## src/hdl/tqa_pkg.sv

```systemverilog
// tqa_pkg: shared types and constants for the thick quarter-arc generator
// no dependencies; used by tqa_ctrl, tqa_datapath and thick_quarter_arc_generator
package tqa_pkg;

    // field widths
    localparam int unsigned COORD_W  = 10;
    localparam int unsigned RADIUS_W = 6;
    localparam int unsigned COLOR_W  = 16;
    localparam int unsigned SPAN_W   = 12;
    localparam int unsigned STEP_W   = 7;
    localparam int unsigned DEC_W    = 10;
    localparam int unsigned COUNT_W  = 6;

    // recurrence constants
    localparam logic [COUNT_W-1:0] MAX_RESULTS = 6'd46;
    localparam logic signed [DEC_W-1:0] DEC_START     = 10'sd3;
    localparam logic signed [DEC_W-1:0] DEC_BIAS_MOVE = 10'sd6;
    localparam logic signed [DEC_W-1:0] DEC_BIAS_DIAG = 10'sd10;

    // arc command
    typedef struct packed {
        logic [COORD_W-1:0]  center_col;
        logic [COORD_W-1:0]  center_row;
        logic [RADIUS_W-1:0] radius;
        logic [COLOR_W-1:0]  color;
    } t_arc_cmd;

    // one pair of spans
    typedef struct packed {
        logic signed [SPAN_W-1:0] vert_col;
        logic signed [SPAN_W-1:0] vert_top_row;
        logic signed [SPAN_W-1:0] horiz_row;
        logic signed [SPAN_W-1:0] horiz_right_col;
        logic [COLOR_W-1:0]       pixel_color;
        logic                     last;
    } t_arc_span;

    // controller to datapath
    typedef struct packed {
        logic load;
        logic step;
    } t_tqa_cmd;

    // datapath to controller
    typedef struct packed {
        logic last_step;
    } t_tqa_status;

endpackage

```

## src/hdl/tqa_datapath.sv

```systemverilog
// tqa_datapath: midpoint circle recurrence registers and span output register
// depends on tqa_pkg; driven by tqa_ctrl through t_tqa_cmd
module tqa_datapath (
    input  logic                i_clk,
    input  tqa_pkg::t_arc_cmd   i_cmd,
    input  tqa_pkg::t_tqa_cmd   i_ctl,
    output tqa_pkg::t_tqa_status o_status,
    output tqa_pkg::t_arc_span  o_span
);

    logic signed [tqa_pkg::STEP_W-1:0]  r_x, n_x;
    logic signed [tqa_pkg::STEP_W-1:0]  r_y, n_y;
    logic signed [tqa_pkg::DEC_W-1:0]   r_d, n_d;
    logic [tqa_pkg::COORD_W-1:0]        r_col;
    logic [tqa_pkg::COORD_W-1:0]        r_row;
    logic [tqa_pkg::COLOR_W-1:0]        r_color;
    logic [tqa_pkg::COUNT_W-1:0]        r_count, n_count;
    tqa_pkg::t_arc_span                 r_span, n_span;

    logic signed [tqa_pkg::DEC_W-1:0]   x_ext;
    logic signed [tqa_pkg::DEC_W-1:0]   y_ext;
    logic signed [tqa_pkg::DEC_W-1:0]   d_start;
    logic signed [tqa_pkg::SPAN_W-1:0]  x_span;
    logic signed [tqa_pkg::SPAN_W-1:0]  y_span;
    logic signed [tqa_pkg::SPAN_W-1:0]  col_span;
    logic signed [tqa_pkg::SPAN_W-1:0]  row_span;
    logic                               last_now;

    // sign extensions
    assign x_ext    = {{(tqa_pkg::DEC_W-tqa_pkg::STEP_W){r_x[tqa_pkg::STEP_W-1]}}, r_x};
    assign y_ext    = {{(tqa_pkg::DEC_W-tqa_pkg::STEP_W){r_y[tqa_pkg::STEP_W-1]}}, r_y};
    assign x_span   = {{(tqa_pkg::SPAN_W-tqa_pkg::STEP_W){r_x[tqa_pkg::STEP_W-1]}}, r_x};
    assign y_span   = {{(tqa_pkg::SPAN_W-tqa_pkg::STEP_W){r_y[tqa_pkg::STEP_W-1]}}, r_y};
    assign col_span = {{(tqa_pkg::SPAN_W-tqa_pkg::COORD_W){1'b0}}, r_col};
    assign row_span = {{(tqa_pkg::SPAN_W-tqa_pkg::COORD_W){1'b0}}, r_row};

    // starting decision 3 - 2r
    assign d_start = tqa_pkg::DEC_START
                   - {{(tqa_pkg::DEC_W-tqa_pkg::RADIUS_W-1){1'b0}}, i_cmd.radius, 1'b0};

    // one recurrence step
    always_comb begin
        n_x     = r_x + 7'sd1;
        n_count = r_count + 6'd1;
        if (r_d[tqa_pkg::DEC_W-1]) begin
            n_y = r_y;
            n_d = r_d + {x_ext[tqa_pkg::DEC_W-3:0], 2'b00} + tqa_pkg::DEC_BIAS_MOVE;
        end else begin
            n_y = r_y - 7'sd1;
            n_d = r_d + {x_ext[tqa_pkg::DEC_W-3:0] - y_ext[tqa_pkg::DEC_W-3:0], 2'b00}
                + tqa_pkg::DEC_BIAS_DIAG;
        end
        last_now = (n_x > n_y) || (n_count == tqa_pkg::MAX_RESULTS);
    end

    // span fields for the current point
    always_comb begin
        n_span                 = r_span;
        n_span.vert_col        = col_span + x_span;
        n_span.vert_top_row    = row_span - y_span;
        n_span.horiz_row       = row_span - x_span;
        n_span.horiz_right_col = col_span + y_span;
        n_span.pixel_color     = r_color;
        n_span.last            = last_now;
    end

    // recurrence state and command latch
    always_ff @(posedge i_clk) begin
        if (i_ctl.load) begin
            r_x     <= '0;
            r_y     <= {1'b0, i_cmd.radius};
            r_d     <= d_start;
            r_col   <= i_cmd.center_col;
            r_row   <= i_cmd.center_row;
            r_color <= i_cmd.color;
            r_count <= '0;
        end else if (i_ctl.step) begin
            r_x     <= n_x;
            r_y     <= n_y;
            r_d     <= n_d;
            r_count <= n_count;
        end
    end

    // output payload register, loaded once per step
    always_ff @(posedge i_clk) begin
        if (i_ctl.step) begin
            r_span <= n_span;
        end
    end

    assign o_status.last_step = last_now;
    assign o_span             = r_span;

endmodule

```

## src/hdl/tqa_ctrl.sv

```systemverilog
// tqa_ctrl: idle/run sequencer and span valid register
// depends on tqa_pkg; commands tqa_datapath
module tqa_ctrl (
    input  logic                 i_clk,
    input  logic                 i_rst_n,
    input  logic                 i_cmd_valid,
    output logic                 o_cmd_stall,
    output logic                 o_span_valid,
    input  logic                 i_span_stall,
    input  tqa_pkg::t_tqa_status i_status,
    output tqa_pkg::t_tqa_cmd    o_ctl
);

    localparam logic S_IDLE = 1'b0;
    localparam logic S_RUN  = 1'b1;

    logic r_state, n_state;
    logic r_valid, n_valid;
    logic out_free;

    // output register can take a new span this cycle
    assign out_free = !r_valid || !i_span_stall;

    // next state and commands
    always_comb begin
        n_state    = r_state;
        o_ctl.load = 1'b0;
        o_ctl.step = 1'b0;
        case (r_state)
            S_IDLE: begin
                if (i_cmd_valid) begin
                    o_ctl.load = 1'b1;
                    n_state    = S_RUN;
                end
            end
            S_RUN: begin
                if (out_free) begin
                    o_ctl.step = 1'b1;
                    if (i_status.last_step) begin
                        n_state = S_IDLE;
                    end
                end
            end
            default: begin
                n_state = S_IDLE;
            end
        endcase
        n_valid = o_ctl.step || (r_valid && i_span_stall);
    end

    always_ff @(posedge i_clk) begin
        if (!i_rst_n) begin
            r_state <= S_IDLE;
            r_valid <= 1'b0;
        end else begin
            r_state <= n_state;
            r_valid <= n_valid;
        end
    end

    assign o_cmd_stall  = (r_state == S_RUN);
    assign o_span_valid = r_valid;

endmodule

```

## src/hdl/thick_quarter_arc_generator.sv

```systemverilog
// thick_quarter_arc_generator: top level, controller plus datapath
// depends on tqa_pkg, tqa_ctrl and tqa_datapath
//
// Takes one arc command (center, radius 0..63, color) and walks the integer
// midpoint circle recurrence over the upper-right octant pair, emitting one
// span pair per step while x <= y: a vertical span at column center_col+x
// starting at row center_row-y, and a horizontal span on row center_row-x
// ending at column center_col+y. The final span of an arc has last set; at
// most 46 spans are produced. A command is loaded in the idle state, and then
// one span is produced per cycle when the output is not stalled, with one
// recurrence step in the datapath per span. The command channel stalls while
// an arc is in progress; the next command is taken as soon as the last span
// is in the output register.
module thick_quarter_arc_generator (
    input  logic               i_clk,
    input  logic               i_rst_n,
    input  logic               i_cmd_valid,
    output logic               o_cmd_stall,
    input  tqa_pkg::t_arc_cmd  i_cmd,
    output logic               o_span_valid,
    input  logic               i_span_stall,
    output tqa_pkg::t_arc_span o_span
);

    tqa_pkg::t_tqa_cmd    ctl;
    tqa_pkg::t_tqa_status status;

    // sequencer
    tqa_ctrl u_ctrl (
        .i_clk        (i_clk),
        .i_rst_n      (i_rst_n),
        .i_cmd_valid  (i_cmd_valid),
        .o_cmd_stall  (o_cmd_stall),
        .o_span_valid (o_span_valid),
        .i_span_stall (i_span_stall),
        .i_status     (status),
        .o_ctl        (ctl)
    );

    // recurrence and span register
    tqa_datapath u_datapath (
        .i_clk    (i_clk),
        .i_cmd    (i_cmd),
        .i_ctl    (ctl),
        .o_status (status),
        .o_span   (o_span)
    );

    // a command transfer always starts an arc
    a_cmd_starts_arc: assert property (@(posedge i_clk) disable iff (!i_rst_n)
        (i_cmd_valid && !o_cmd_stall) |=> o_cmd_stall)
        else $error("command transfer did not start an arc");

    // a pending span that is not the final one means the arc is still running
    a_mid_span_busy: assert property (@(posedge i_clk) disable iff (!i_rst_n)
        (o_span_valid && !o_span.last) |-> o_cmd_stall)
        else $error("command accepted before arc finished");

    // no span after reset
    a_reset_clears_valid: assert property (@(posedge i_clk)
        !i_rst_n |=> !o_span_valid)
        else $error("span valid after reset");

endmodule
```

## config.mk

```make
export PLATFORM = sky130hd
export DESIGN_NAME = thick_quarter_arc_generator
export DESIGN_NICKNAME = d
export VERILOG_FILES = /design/src/hdl/tqa_pkg.sv /design/src/hdl/tqa_datapath.sv /design/src/hdl/tqa_ctrl.sv /design/src/hdl/thick_quarter_arc_generator.sv
export SDC_FILE = /design/constraint.sdc
export NUM_CORES = 1
export LEC_CHECK = 0
export BUFFER_PORTS_ARGS = -buffer_cell sky130_fd_sc_hd__buf_4
export CAP_MARGIN = 20
export CORE_AREA = 2 2 127 160
export CTS_CLUSTER_DIAMETER = 150
export DETAILED_ROUTE_END_ITERATION = 8
export DIE_AREA = 0 0 129 162
export PLACE_DENSITY_LB_ADDON = 0.08
export SYNTH_ARGS = -nofsm -noshare
export SYNTH_HDL_FRONTEND = slang
export SYNTH_SLANG_ARGS = --single-unit
```

## constraint.sdc

```tcl
create_clock -name i_clk -period 3.3 [get_ports i_clk]
set_clock_uncertainty 0.15 [all_clocks]
set_input_delay 0.495 -clock i_clk [delete_from_list [all_inputs] [get_ports i_clk]]
set_output_delay 0.495 -clock i_clk [all_outputs]
set_load 0.02 [all_outputs]
```

== After elaboration in Yosys (flattened, before gate mapping) ==
Index checks and enable logic that the tools add are counted.
Operators by class
  reductions and logical operators: 7
  add/sub/neg operators: 13
  muxes and demuxes: 13
  order comparisons: 1
  equality and inequality tests: 1
  bitwise gates (word level): 1
Operators with widths (number)
  two-way mux 10 bit: 3
  adder 11 x 7 -> 12 bit: 2
  subtractor 11 x 7 -> 12 bit: 2
  adder 10 bit: 2
  two-way mux 6 bit: 2
  adder 10 x 3 -> 10 bit (second input constant): 1
  adder 10 x 4 -> 10 bit (second input constant): 1
  subtractor 2 x 7 -> 8 bit (first input constant): 1
  subtractor 7 x 7 -> 8 bit: 1
  adder 7 x 2 -> 7 bit (second input constant): 1
  > comparator 7 bit: 1
  two-way mux 7 bit: 1
  subtractor 7 x 2 -> 7 bit (second input constant): 1
  adder 6 x 1 -> 6 bit (second input constant): 1
  == test 6 bit (second input constant): 1
  two-way mux 1 bit: 6
  logical OR 1 bit: 3
  zero test 1 bit: 2
  one-hot mux 1 bit (2 select lines): 1
  nonzero test 2 bit: 1
  logical AND 1 bit: 1
  inverter 1 bit: 1
Word-level totals
  output and inout port bits: 67
  bits of input ports: 46
  logic and storage cells: 52
  register bits: 133

== Longest topological paths before layout ==
Gate-level depths: netlist (run 1).
  depth in word-level cells: 7
  mapped depth: 16
  depth with buffers taken out: 16

== Cells and area by module ==
From an unflattened synthesis (run 1), not the netlist that was laid out.
Unflattened totals
  cells, all modules: 686
  area total of the unflattened synthesis: 7818.7 sq um
By module, submodules not included
  tqa_datapath: area each 7736.2 sq um, cells each 677, instances 1
  tqa_ctrl: area each 82.6 sq um, cells each 9, instances 1

== Least setup slack after synthesis (run 1) ==
Ideal clock, no wire load.
  kind: register -> register
  start: reg u_datapath.r_y[0] (netlist name)
  end: reg u_datapath.r_d[8] (netlist name), data pin
  buffers on the path: 0
  clock period less this slack: 3.398 ns
  data required time: 2.894 ns
  library setup time: 0.256 ns
  arrival: 2.992 ns
  cell stages (with the launch flop): 15
  path slack: -0.098 ns
  path through: edfxtp_1 ha_1 inv_1 fa_1 inv_1 ha_1 inv_1 fa_1 a21o_1 a21oi_1 o21bai_1 a21oi_1 xor2_1 o31ai_1 a31o_2
Between the ends
  cells in the longest elaborated chain, start to end: 6
Ends and longest elaborated chain
  start: declaration: line tqa_datapath.sv:12  | logic signed [tqa_pkg::STEP_W-1:0] r_y, n_y;
  start signal: assignment: line tqa_datapath.sv:71  | r_y <= {1'b0, i_cmd.radius};
  start signal: assignment: line tqa_datapath.sv:79  | r_y <= n_y;
  subtractor 7 x 7 -> 8 bit: line tqa_datapath.sv:50  | n_d = r_d + {x_ext[tqa_pkg::DEC_W-3:0] - y_ext[tqa_pkg::DEC_W-3:0], 2'b00}
  adder 10 bit: line tqa_datapath.sv:50
  adder 10 x 4 -> 10 bit: line tqa_datapath.sv:51  | + tqa_pkg::DEC_BIAS_DIAG;
  two-way mux 10 bit: line tqa_datapath.sv:45  | if (r_d[tqa_pkg::DEC_W-1]) begin
  two-way mux 10 bit: line tqa_datapath.sv:77  | end else if (i_ctl.step) begin
  two-way mux 10 bit: line tqa_datapath.sv:69  | if (i_ctl.load) begin
  end signal: assignment: line tqa_datapath.sv:72  | r_d <= d_start;
  end signal: assignment: line tqa_datapath.sv:80  | r_d <= n_d;
  end: declaration: line tqa_datapath.sv:13  | logic signed [tqa_pkg::DEC_W-1:0] r_d, n_d;
No other way between the ends. The select of a mux whose other input is x is not followed.
A chain may end at the register's enable or synchronous reset.

== Worst setup path in the final report (run 1) ==
Ends and elaborated chain as after synthesis.

==> flow_summary.json, run 1 <==
{
  "status": "complete, no violations",
  "ys_seq_area_share_pct": 50.0,
  "worstReg2RegStart": "u_datapath.r_y[0]",
  "synth_edf_count": 116,
  "clock-sinks": 132,
  "sw_frac_of_total_pct": 35.0,
  "finalPower_w": 0.00722,
  "combPwrFrac_pct": 42.4,
  "setup_tns_ps": 0,
  "synth_nets": 812,
  "synth_cell_types": 52,
  "gp_congestion": 0.800,
  "fin_crit_ps": 3260,
  "drv_slew": 0,
  "dp.cells": 1069,
  "finalCritPeriodShare_pct": 98.9,
  "synth_warnings": 0,
  "pwr-share-seq_pct": 31.4,
  "cts_buffer_depth": 2,
  "synth-seq-cells": 132,
  "p_switching_w": 0.00253,
  "pwr_density_cell_mw_per_mm2": 744,
  "dp_hpwl_um": 13600,
  "ir_drop_mv": 0.478,
  "grt_use_total_pct": 18.0,
  "route.detailed.drc": 0,
  "async_flop_share_pct": 0,
  "yosys-top-cells-count": "edfxtp_1, ha_1, inv_1, nor2_1, xnor2_1",
  "synthCells": 671,
  "yosysTopAreaCell": "edfxtp_1",
  "synthTopCellsByArea": "edfxtp_1, ha_1, xnor2_1, dfxtp_1, inv_1",
  "htree_levels": 4,
  "ant_nets": 0,
  "tightestPinTransition_ps": 464,
  "die_area_sq_mm": 0.0209,
  "cts_root_buf": "clkbuf_16",
  "slowest_delay_ps": 530,
  "slew_headroom_pct": 68.6,
  "start_kind": "flop",
  "finalNonFillerCells": 1103,
  "criticalPathCategory": "flop to flop",
  "grt_max_degree": 80,
  "clkLatencyLatePin_ps": 430,
  "hold_start": "i_cmd[1]",
  "maxCapViolations": 0,
  "worstHoldPathType": "input port to flop",
  "numCtsBuffers": 17,
  "syn_area_per_cell_sq_um": 11.3,
  "synth-main-ff-cell": "edfxtp_1",
  "grt_pass1_wl_um": 28600,
  "synth_most_common_cell": "edfxtp_1",
  "rows": 57,
  "portBuffers": 112,
  "hold_violations": 0,
  "initial_core_util_pct": 39.3,
  "p_clk_share_pct": 26.2,
  "setup_viol": 0,
  "cp_cell_sequence": "ha_4 > inv_2 > fa_2 > inv_2 > ha_4 > inv_2 > fa_2 > a21o_1 > a21oi_2 > o21bai_1 > a21oi_1 > xor2_1 > o31ai_1 > a31o_2",
  "first_pass_iters": 5,
  "critPathCaptureType": "flop",
  "antenna_found_initial": 0,
  "clk_pin_slew_worst_paths_ps": 70,
  "power_leakage_nw": 4.02,
  "synth_top_area_share_pct": 45.8,
  "grt_pass1_vias": 5757,
  "n_antenna_cell": 0,
  "drtIter0Drc": 311,
  "grt_overflow": 0,
  "area_growth_pct": 27.5,
  "grt_setup_unrepaired": "yes",
  "fin_hold_ws_ps": 85.5,
  "fmaxAchievable_mhz": 307,
  "intPower_w": 0.00469,
  "synth_area_sq_mm": 0.00760,
  "wl_per_cell_um": 16.5,
  "worstSetupStartpoint": "u_datapath.r_y[0]",
  "viasPerCell": 5.00,
  "die_y_um": 162,
  "wl_um": 18100,
  "cp_common_cell": "inv_2",
  "drive_above_1_share_pct": 25.7,
  "num_vias": 5510,
  "core_sq_mm": 0.0193,
  "cp_slowest_cell": "fa_2",
  "cp_max_fo": 2,
  "required_ps": 3340,
  "die_w_um": 129,
  "nNetsFinal": 966,
  "io_pins": 113,
  "holdBufCountCts": 0,
  "tritoncts": "built",
  "worstPathArrival_ps": 3310
}
## power groups by stage
stage / Sequential [W] / Combinational [W] / Clock (W)
detailed placement: 0.00230 / 0.00284 / 0
floorplan: 0.00242 / 0.00176 / 0
CTS: 0.00227 / 0.00289 / 0.00193
global route: 0.00229 / 0.00343 / 0.00200
global placement: 0.00229 / 0.00275 / 0
finish: 0.00227 / 0.00306 / 0.00189
## state kept, by name, indices dropped and copies added (netlist names)
signal and flops:
u_ctrl.o_span_valid 1, u_ctrl.o_cmd_stall 1, u_datapath.r_row 10, u_datapath.r_d 9, u_datapath.r_count 6, u_datapath.r_color 16, u_datapath.r_col 10, u_datapath.o_span 65
u_datapath.r_x 7, u_datapath.r_y 7
## worst max-delay path: cells and delay by family, from the launching register on
kind            cells  cell delay [ps]
compound gates      6              920
xor+xnor            1              160
fa+ha+maj           4             1280
buf+inv             3              130
flops               1              390
## cell families after synthesis
family	after synthesis	synth area share (%)
compound gates	147	11.9
xor+xnor	60	6.91
fa+ha+maj	97	16.6
buf+inv	72	3.65
flops	132	50.0
mux	6	0.806
simple gates	157	10.1
## stage by stage
step / setup WS (ps) / utilization, % / cell area [sq um]
floorplan: -64.8 / - / 7610
global placement: -34.5 / 46.5 / 8990
detailed placement: -82.6 / 46.5 / 8990
CTS: -9.67 / 49.6 / 9590
global route: -151 / 50.2 / 9690
finish: 37.4 / 50.2 / 9690
## placed cells by master, fill, tap and decap left out, drive strengths merged, types with 17 or more instances in the layout
cell,netlist,layout
xnor2,47,47
nor2,48,48
a21oi,46,46
edfxtp,116,116
inv,61,71
ha,88,88
nor2b,20,20
o21ai,44,44
buf,2,145
nand2,35,35
clkbuf,8,17
## final cells by class
type,instances,area (sq um)
fill,1738,9630
sequential,132,3800
multi-input combinational,467,3630
timing repair buffer,145,1110
clock buffer,17,425
tap,265,332
inverter,62,233
clock inverter,15,158
## metal layers
layer / routed length, um / vias up / track usage [%]
met5: 0 / - / 0
met2: 9480 / 99 / 32.2
met1: 7640 / 2650 / 20.8
li1: - / 2733 / -
met3: 502 / 28 / 3.13
met4: 529 / 0 / 8.10
## final timing paths
| path | slack (ps) | cells after the start | to |
|---|---|---|---|
| min reg2reg | 270 | 0 | u_datapath.o_span[10] |
| min | 90 | 1 | u_datapath.r_color[1] |
| max | 40 | 14 | u_datapath.r_d[8] |
| max reg2reg | 40 | 14 | u_datapath.r_d[8] |
## timing repair
action | 4_1_cts | 5_1_grt
endpoints found under the hold margin | 0 | 0
cloned | 0 | 0
endpoints found under the setup margin | 3 | 4
resized for setup | 5 | 21
buffers inserted | 0 | 2
pin swaps | 3 | 14
No activity file was read; power rests on OpenSTA's default activity.
==> inputs of run 2 (changes only) <==
--- a/config.mk
+++ b/config.mk
@@ -7,11 +7,12 @@
 export LEC_CHECK = 0
 export BUFFER_PORTS_ARGS = -buffer_cell sky130_fd_sc_hd__buf_4
 export CAP_MARGIN = 20
-export CORE_AREA = 2 2 127 160
+export CORE_AREA = 2 2 129 162
 export CTS_CLUSTER_DIAMETER = 150
 export DETAILED_ROUTE_END_ITERATION = 8
-export DIE_AREA = 0 0 129 162
+export DIE_AREA = 0 0 131 164
 export PLACE_DENSITY_LB_ADDON = 0.08
 export SYNTH_ARGS = -nofsm -noshare
 export SYNTH_HDL_FRONTEND = slang
+export SYNTH_HIERARCHICAL = 1
 export SYNTH_SLANG_ARGS = --single-unit
==> flow_summary.json, run 2 <==
{
  "status": "finished with violations",
  "violations": "negative setup slack",
  "synth_area_sq_mm": 0.00782,
  "synth_most_common_cell": "edfxtp_1",
  "path_buf_inv": 1,
  "synth_compound_area_share_pct": 9.97,
  "criticalPathCategory": "flop to flop",
  "required_ps": 3420,
  "synth_warnings": 6,
  "synth-main-ff-cell": "edfxtp_1",
  "cp_slowest_cell": "or4_4",
  "slew_headroom_pct": 56.2,
  "synth_xor_area_share_pct": 8.51,
  "fin_ws_ps": -161,
  "pwr_density_cell_mw_per_mm2": 737,
  "muxShareOfSynthArea_pct": 1.44,
  "worstHoldPathType": "input port to flop",
  "ant_nets": 0,
  "synth_edf_count": 116,
  "rows": 58,
  "final_cell_mix": "buf_4, edfxtp_1, ha_1",
  "wl_um": 18300,
  "synthTopCellsByArea": "edfxtp_1, ha_1, xnor2_1, dfxtp_1, a21oi_1",
  "synth-adder-area-share_pct": 16.4,
  "power_leakage_nw": 4.09,
  "cp_max_fo": 4,
  "drive_above_1_share_pct": 24.1,
  "hold_violations": 0,
  "portBuffers": 112,
  "dp.cells": 1088,
  "ys_seq_area_share_pct": 48.6,
  "wl_per_cell_um": 16.3,
  "grt_use_total_pct": 17.4,
  "die_w_um": 131,
  "regArea_sq_mm": 0.00380,
  "syn_area_per_cell_sq_um": 11.4,
  "die_area_sq_mm": 0.0215,
  "first_pass_iters": 5,
  "clkLatencyLatePin_ps": 420,
  "synth_cell_types": 61,
  "numCtsBuffers": 17,
  "async_flop_share_pct": 0,
  "critPathCaptureType": "flop",
  "cts_buffer_depth": 2,
  "final_common_cell": "buf_4",
  "viasPerCell": 4.99,
  "finalNonFillerCells": 1121,
  "fmaxAchievable_mhz": 289,
  "yosysTopAreaCell": "edfxtp_1",
  "initial_core_util_pct": 39.2,
  "area_growth_pct": 26.6,
  "slowest_delay_ps": 510,
  "die_y_um": 164,
  "grt_overflow": 0,
  "cts_root_buf": "clkbuf_16",
  "gp_congestion": 0.847,
  "tritoncts": "built",
  "maxCapViolations": 0,
  "synth_nets": 830,
  "synth_top_family_by_area": "adder cells",
  "grt_pass1_wl_um": 28700,
  "multi_input_area_sq_mm": 0.00386,
  "largest_reg_flops": 65,
  "grt_pass1_vias": 5625,
  "core_sq_mm": 0.0200,
  "drtIter0Drc": 266,
  "n_antenna_cell": 0,
  "finalCritPeriodShare_pct": 105,
  "worstPathArrival_ps": 3580,
  "io_pins": 113,
  "grt_max_degree": 54,
  "start_kind": "flop",
  "nNetsFinal": 982,
  "antenna_found_initial": 0,
  "cp_cell_sequence": "ha_2 > inv_2 > fa_2 > a21o_1 > a21oi_2 > xnor2_1 > ha_1 > ha_4 > nand3_2 > o2111a_1 > or4_4 > nor4_2 > a21oi_1 > a22oi_2",
  "clk_pin_slew_worst_paths_ps": 60,
  "tightestPinTransition_ps": 651,
  "grt_setup_unrepaired": "yes",
  "clock-sinks": 132,
  "yosys.area_share.simple_pct": 11.7,
  "synth_top_area_share_pct": 44.6,
  "route.detailed.drc": 0,
  "dp_hpwl_um": 13900,
  "yosys-top-cells-count": "edfxtp_1, ha_1, inv_1, xnor2_1, nand2_1",
  "fin_crit_ps": 3460,
  "ir_drop_mv": 0.612,
  "synth-seq-cells": 132,
  "fillers": 1822,
  "cp_top_family": "adder cells",
  "dp_slack_ps": -176,
  "htree_levels": 4,
  "synthCells": 686,
  "drv_slew": 0,
  "setup_viol": 1,
  "num_vias": 5594
}
## run 2: stage by stage
| step | hold WS (ps) | util, % | power [W] | TNS [ps] | cell area, sq um |
|---|---|---|---|---|---|
| after CTS | 76.9 | 49.2 | 0.00718 | -188 | 9820 |
| after global routing | 73.9 | 49.6 | 0.00779 | -326 | 9900 |
| after detailed placement | 255 | 46.1 | 0.00517 | -232 | 9210 |
| after floorplan | 250 | - | 0.00430 | -124 | 7840 |
| final | 98.1 | 49.6 | 0.00730 | -161 | 9900 |
| after global placement | 251 | 46.1 | 0.00512 | -205 | 9210 |
## run 2: kinds of logic (layout without fill, tap and decap cells)
family | count (synthesis) | in the layout
XOR/XNOR | 76 | 76
adder cells (fa/ha/maj) | 98 | 98
AND/OR/NAND/NOR | 182 | 182
AO/OA/AOI/OAI | 121 | 121
buffers and inverters | 66 | 231
flip-flops | 132 | 132
multiplexers | 11 | 11
## run 2: area by class of cell
cell class              count  area share [%]
multi-input cells         488            38.9
flip-flops and latches    132            38.4
repair buffers            141            10.9
clock buffers              17            4.30
well taps                 270            3.41
inverters                  58            2.20
clock inverters            15            1.78
## run 2: per-layer routing
metal  global-route usage [%]  vias up  wire (um)
li1                         -     2803          -
met1                     20.9     2650       7810
met2                     30.7      122       9590
met3                     3.84       19        642
met4                     5.75        0        265
met5                        0        -          0
## run 2: what timing repair did
item	4_1_cts	5_1_grt
hold endpoints to repair	0	0
setup endpoints to repair	3	5
setup buffers	0	1
resized for setup	4	15
pin swaps	0	9
hold buffers	0	0
## run 2: worst register-to-register path, cell delays in order (launching register included)
cell and delay (ps):
edfxtp_1 360, ha_2 200, inv_2 40, fa_2 340, a21o_1 170, a21oi_2 170, xnor2_1 140, ha_1 270
ha_4 300, nand3_2 70, o2111a_1 260, or4_4 510, nor4_2 140, a21oi_1 80, a22oi_2 110
## run 2: path summary, 6_finish.rpt
path         slack, ps              startpoint  cells after the start                     to
min                100               i_cmd[40]                      1    u_datapath/r_col[8]
max               -160       u_datapath/r_y[0]                     14      u_datapath/r_d[9]
max reg2reg       -160       u_datapath/r_y[0]                     14      u_datapath/r_d[9]
min reg2reg        270  u_datapath/r_color[10]                      0  u_datapath/o_span[11]
## run 2: power breakdown
group / leakage [nW] / internal, W / switching [W] / total, W
sequential: 1.24 / 0.00215 / 0.000130 / 0.00228
clock: 0.292 / 0.00119 / 0.000742 / 0.00193
combinational: 2.56 / 0.00145 / 0.00163 / 0.00309
